$ cat config.mk
export PLATFORM = sky130hd
export DESIGN_NAME = nnpm_norm
export DESIGN_NICKNAME = d
export VERILOG_FILES = /design/src/rtl/nnpm_pkg.sv /design/src/rtl/nnpm_norm.sv
export SDC_FILE = /design/constraint.sdc
export NUM_CORES = 2
export LEC_CHECK = 0
export ABC_AREA = 1
export BUFFER_PORTS_ARGS = -buffer_cell sky130_fd_sc_hd__buf_2
export CORE_ASPECT_RATIO = 0.8
export CORE_MARGIN = 1
export CORE_UTILIZATION = 60
export CTS_BUF_LIST = sky130_fd_sc_hd__clkbuf_4
export DETAILED_ROUTE_END_ITERATION = 7
export GPL_ROUTABILITY_DRIVEN = 1
export PLACE_DENSITY = 0.77
export SKIP_CTS_REPAIR_TIMING = 1
export SLEW_MARGIN = 10
export SYNTH_ARGS = -nofsm -noshare
export SYNTH_HDL_FRONTEND = slang
export SYNTH_SLANG_ARGS = --single-unit
$ cat constraint.sdc
create_clock -name clk -period 7.94 [get_ports clk]
set_input_delay 0.397 -clock clk [delete_from_list [all_inputs] [get_ports clk]]
set_output_delay 0.397 -clock clk [all_outputs]
set_load 0.005 [all_outputs]
$ cat src/rtl/nnpm_pkg.sv
// shared types, constants and codes for the normalized nearest point match unit
// no dependencies; imported by every rtl file of the block
package nnpm_pkg;

	localparam int ENTRIES  = 1024;
	localparam int TAG_BITS = 16;

	localparam int IDX_W     = $clog2(ENTRIES);
	localparam int IN_IDX_W  = 10;
	localparam int TAG_W     = 16;
	localparam int COORD_W   = 32;
	localparam int NORM_W    = 24;
	localparam int DIST_W    = 51;
	localparam int SUM_W     = 50;
	localparam int CFG_IDX_W = 3;
	localparam int CFG_W     = 32;

	localparam logic [TAG_W-1:0] TAG_MASK = TAG_W'((64'd1 << TAG_BITS) - 64'd1);

	// latency of the normalizer and of the distance pipe behind the memory read
	localparam int NORM_LAT  = 3;
	localparam int DRAIN_LAT = 3;

	localparam logic [CFG_W-1:0] SCALE_ONE = 32'h0100_0000;

	localparam logic FUNC_LOAD  = 1'b0;
	localparam logic FUNC_QUERY = 1'b1;

	localparam logic [CFG_IDX_W-1:0] REG_A_X_OFFSET = 3'd0;
	localparam logic [CFG_IDX_W-1:0] REG_A_Y_OFFSET = 3'd1;
	localparam logic [CFG_IDX_W-1:0] REG_A_X_SCALE  = 3'd2;
	localparam logic [CFG_IDX_W-1:0] REG_A_Y_SCALE  = 3'd3;
	localparam logic [CFG_IDX_W-1:0] REG_B_X_OFFSET = 3'd4;
	localparam logic [CFG_IDX_W-1:0] REG_B_Y_OFFSET = 3'd5;
	localparam logic [CFG_IDX_W-1:0] REG_B_X_SCALE  = 3'd6;
	localparam logic [CFG_IDX_W-1:0] REG_B_Y_SCALE  = 3'd7;

	typedef enum logic [2:0] {
		ST_CLEAR,
		ST_IDLE,
		ST_NORM,
		ST_WRITE,
		ST_SCAN,
		ST_DRAIN,
		ST_DONE
	} state_t;

	typedef struct packed {
		logic                     valid;
		logic signed [NORM_W-1:0] x;
		logic signed [NORM_W-1:0] y;
		logic [TAG_W-1:0]         edge_tag;
	} ref_entry_t;

	typedef struct packed {
		logic                   busy;
		logic                   done;
		logic                   mem_we;
		logic                   clear_sel;
	} ctrl_t;

endpackage

$ cat src/rtl/nnpm_norm.sv
// coordinate normalizer: (point - offset) * scale, Q24.8 x Q8.24 -> Q8.16
// rounds half away from zero and saturates; three register stages; uses nnpm_pkg
module nnpm_norm (
	input  logic                                clk,
	input  logic signed [nnpm_pkg::COORD_W-1:0] point,
	input  logic signed [nnpm_pkg::COORD_W-1:0] offset,
	input  logic        [nnpm_pkg::CFG_W-1:0]   scale,
	output logic signed [nnpm_pkg::NORM_W-1:0]  norm
);
	import nnpm_pkg::*;

	localparam int MAG_W  = COORD_W + 1;
	localparam int PROD_W = MAG_W + CFG_W;
	localparam int Q_W    = PROD_W - 16 + 1;

	logic signed [MAG_W-1:0]  diff;
	logic [MAG_W-1:0]         mag_s1;
	logic                     neg_s1;
	logic [PROD_W-1:0]        prod_s2;
	logic                     neg_s2;
	logic [Q_W-1:0]           q;
	logic [NORM_W-1:0]        q_pos;
	logic [NORM_W-1:0]        q_neg;
	logic signed [NORM_W-1:0] norm_s3;

	assign diff = MAG_W'(point) - MAG_W'(offset);

	always_ff @(posedge clk) begin
		neg_s1  <= diff[MAG_W-1];
		mag_s1  <= diff[MAG_W-1] ? MAG_W'(-diff) : MAG_W'(diff);
		neg_s2  <= neg_s1;
		prod_s2 <= PROD_W'(mag_s1) * PROD_W'(scale);
		norm_s3 <= neg_s2 ? NORM_W'(-q_neg) : q_pos;
	end

	always_comb begin
		q     = Q_W'(prod_s2[PROD_W-1:16]) + Q_W'(prod_s2[15]);
		q_pos = (q > Q_W'(24'h7F_FFFF)) ? 24'h7F_FFFF : q[NORM_W-1:0];
		q_neg = (q > Q_W'(24'h80_0000)) ? 24'h80_0000 : q[NORM_W-1:0];
	end

	assign norm = norm_s3;

endmodule

Word level (Yosys, flattened, before mapping)
Index checks and enable logic that the tools add are counted.
{ "totals": {"regBits": 124, "in_bits": 97, "output_inout_bits": 24} }
{ "op_classes": {"addsub": 4, "multipliers": 1, "order_cmp": 2, "mux": 4} }
{ "ops": {"columns": ["operator", "count"], "rows": [
  ["two-way mux 24 bit", 3],
  ["multiplier 33 x 32 -> 65 bit", 1],
  ["adder 49 x 1 -> 50 bit", 1],
  ["greater-than comparator 50 x 23 -> 1 bit (second input constant)", 1],
  ["greater-than comparator 50 x 24 -> 1 bit (second input constant)", 1],
  ["negator 33 bit", 1],
  ["subtractor 32 x 32 -> 33 bit", 1],
  ["two-way mux 32 bit", 1],
  ["negator 24 bit", 1]
]} }

Logic depth before layout (Yosys ltp)
{ "depth": {"word_depth": 5, "ltp_mapped": 35, "ltp_nobuf": 33} }

Worst setup path before layout
No wires, ideal clock.
{ "synth_timing": {"path_type": "input to register", "start": "in scale[8] in the netlist's numbering", "end": "reg prod_s2[61]", "setup_time_ns": 0.117, "t_arrival_ns": 6.874, "setup_slack_ns": 0.949, "stages": 29, "path_buffers": 2, "cell_sequence": "clkbuf_1 > clkbuf_1 > nand2_1 > fa_1 > inv_1 > fa_1 > fa_1 > inv_1 > fa_1 > inv_1 > fa_1 > fa_1 > fa_1 > inv_1 > fa_1 > inv_1 > ha_1 > nand2_1 > nor2_1 > inv_1 > nor3_1 > nand3_1 > nand3_1 > nand2_1 > o211ai_1 > nand2_1 > nand3_1 > nand2_1 > xor2_1"} }
{ "synth_via": {"elab_chain_len": 1} }
{ "synth_lines": {"columns": ["element", "line_no", "source"], "rows": [
  ["from (decl)", "nnpm_norm.sv:7", "input logic [nnpm_pkg::CFG_W-1:0] scale,"],
  ["multiplier 33 x 32 -> 65 bit", "nnpm_norm.sv:32", "prod_s2 <= PROD_W'(mag_s1) * PROD_W'(scale);"],
  ["to (signal assigned)", "nnpm_norm.sv:32", null],
  ["to (decl)", "nnpm_norm.sv:19", "logic [PROD_W-1:0] prod_s2;"]
]} }
Every way passes these cells.
A chain may end at the register's enable or synchronous reset.

Worst setup path after layout
{ "layout_timing": {"start": "reg mag_s1[17]", "end": "reg prod_s2[51]"} }
{ "layout_via": {"elab_chain_len": 1} }
{ "layout_lines": {"columns": ["element", "line_no", "source"], "rows": [
  ["from (decl)", "nnpm_norm.sv:17", "logic [MAG_W-1:0] mag_s1;"],
  ["from (signal assigned)", "nnpm_norm.sv:30", "mag_s1 <= diff[MAG_W-1] ? MAG_W'(-diff) : MAG_W'(diff);"],
  ["multiplier 33 x 32 -> 65 bit", "nnpm_norm.sv:32", null]
]} }
Every way passes these cells.

==> summary.txt <==
Layout
  • Fraction of layout cells with a size suffix above 1: 4.71%
  • Final core utilization: 63.9%
  • # nets final: 7216
  • Filler Cell Count: 6308
  • Area grow syn2layout: 4.37%

Logic synthesis
  • Post-Syn Nets: 7234
  • Synth Area in Compound Gates: 4.90%
  • Post-Synth Simple-Gate Area: 19.4%
  • Synthesis Warnings: 0
  • Post-synth EDFFs: 0
  • Netlist Area Pre-Place: 43500 sq um
  • Ys async rst share: 0%
  • Mux contribution to synthesized area: 0%
  • Area share of fa/ha/maj cells after synthesis: 51.2%
  • Post-synthesis sequential area ratio: 5.02%
  • Post-Synth XOR/XNOR Area: 2.34%
  • Post-synthesis average cell area: 7.36 sq um
  • Post-synthesis cell type count: 53
  • Post-synth top flop: dfxtp_1
  • Post-Syn Instances: 5914
  • FF+latch count, synth: 109
  • Main combinational cell family by area after synthesis: adder cells

Placed design
  • DP HPWL: 99.3 mm
  • GPL Wtd Cong: 0.976
  • Port-buffer cells: 120
  • Pre-CTS setup slack: 0.149 ns

Timing
  • Final Cycle Share: 95.0%
  • Final setup TNS: 0 ns
  • Final setup fails: 0
  • Post-route minimum period: 7.55 ns
  • Final hold viol count: 0
  • Setup slack after layout: 0.395 ns
  • Worst slew pin tran: 1.04 ns
  • Highest clock rate: 0.133 GHz
  • Worst Skew: 0.0390 ns
  • RSZ-0062 raised after global routing: false
  • WHS: 0.114 ns
  • Max_slew headroom: 30.9%
  • Max Slew Vio Count: 0

Routing
  • Drt initial violations: 3339
  • Total wire length: 119 mm
  • DR pass1 iterations: 5
  • Via density: 5.34
  • Post-detailed-route count of antenna-violating nets: 0
  • Vias: 36500
  • Routed len/inst: 17.4 microns
  • DRC viols: 0

CTS
  • Clk sinks: 109
  • Clk_lat worst skew: 0.61 ns
  • Num CTS Buffers: 9
  • Reg clk slew, reported paths: 0.22 ns
  • Worst-case clock buffer depth: 2
  • Root Driver: clkbuf_4
  • CTS tree: done
  • CTS H-tree lvls: 3

Critical path
  • Crit-path max FO: 23
  • Req. time, crit path: 8.45 ns
  • CP max stage delay: 0.55 ns
  • Buffers & Inverters on Critical Path: 4
  • Top delay family on crit path: adder cells
  • Most frequent CP cell: fa_1
  • Critical Path AT: 8.06 ns
  • Type of the worst setup path: reg2reg
  • Worst path cell trace: buf_4 > nand2_1 > fa_1 > fa_1 > fa_1 > fa_1 > inv_1 > fa_1 > fa_1 > fa_1 > fa_1 > ha_1 > a21oi_1 > inv_1 > a31oi_1 > o21ai_0 > a21oi_1 > o21ai_0 > a31oi_1 > o21ai_0 > buf_4 > a21oi_1 > xnor2_1
  • Crit path launch type: register
  • Slowest-stage cell, CP: fa_1
  • Crit end category: register

Global route
  • Congestion Overflow GR: 0
  • First-pass GRT wire length: 198 mm
  • Vias in the first global route: 38100
  • Gr usage total: 34.2%
  • Largest net degree at the start of global routing: 38
  • Initial antenna violation count: 6

Min path
  • Min-delay worst type: in2reg

Floorplanning
  • Chip height: 243 microns
  • Die area: 73600 sq um
  • Initial Util: 61.2%
  • Core area: 71100 sq um
  • Die X: 303 microns
  • IO Count: 121
  • Rows: 87

Status
  • Run status: finished clean

Run
  • Max-Cap Viols: 0
placed cells by master (no fill, tap or decap), drive strengths merged, types with 5 or more instances in the layout:
master,instances
inv,1744
nand2,1593
fa,926
nor2,327
ha,297
buf,208
a21oi,150
o21ai,121
nand3,116
dfxtp,109
xor2,81
xnor2,35
nand4,34
a31oi,25
nor3,24
o21a,15
a21o,12
o21bai,12
nor4,10
o211ai,9
clkbuf,9
nand3b,7
o31ai,6
o41ai,5
kinds of logic (layout without fill, tap and decap cells):
family          Yosys count  count (layout)
other cells               0               4
fa+ha+maj              1223            1223
buf+inv                1978            1965
compound gates          372             372
xor+xnor                116             116
flops                   109             109
simple gates           2116            2116
path summary, 6_finish.rpt:
check             startpoint          end  slack [ns]  cells after the start
setup / recovery  mag_s1[17]  prod_s2[51]        0.39                     23
hold / removal     offset[0]    mag_s1[0]        0.11                      3
setup reg to reg  mag_s1[17]  prod_s2[51]        0.39                     23
hold reg to reg       neg_s1       neg_s2        0.47                      0
per-stage QoR:
step | cell area [sq um] | std cells
6_report | 45400 | 6839
5_1_grt | 45400 | 6838
4_1_cts | 45400 | 6835
3_5_place_dp | 45200 | 6819
3_3_place_gp | 45200 | 6819
2_1_floorplan | 43500 | 5914
Yosys cell counts (15+ instances only):
master    number  area (sq um)
nand3_1      113           566
ha_1         297          3720
o21ai_1       18          90.1
o21ai_0       97           485
xnor2_1       35           307
nor3_1        23           115
dfxtp_1      109          2180
clkbuf_1     227           852
nand2_1     1578          5920
a31oi_1       25           156
inv_1       1734          6510
xor2_1        81           709
o21a_1        15           113
nand4_1       34           213
nor2_1       313          1170
fa_1         926         18500
a21oi_1      149           746
worst min-delay path, cell delays in order:
cell and delay (ns):
buf_2 0.08, ha_1 0.16, inv_1 0.06
flip-flops by register name, indices dropped and copies added, names as in the netlist:
signal	flops
mag_s1	33
neg_s1	1
neg_s2	1
norm	24
prod_s2	50
area by class of cell:
cell class / instances / area (sq um) / share of cell area [%]
clock inverter: 7 / 82.6 / 0.182
antenna: 4 / 10.0 / 0.0220
sequential: 109 / 2190 / 4.83
tap: 934 / 1170 / 2.57
timing repair buffer: 208 / 1490 / 3.27
inverter: 1741 / 6540 / 14.4
multi-input combinational: 3827 / 33900 / 74.6
clock buffer: 9 / 67.6 / 0.149
per-layer routing:
metal  GRT usage [%]  vias to the layer above  part of all wire [%]  routed length (microns)
met5               0                        -                 0.013                       15
li1                -                    16800                     -                        -
met4            11.6                        4                   3.7                     4420
met2            54.3                     1641                    45                    53900
met1            47.7                    17800                    41                    49300
met3            5.19                      287                   9.5                    11300
Power is left out: the tool's default activity adds up to more than one toggle a clock period on the data nets, which glitch-free logic cannot reach.
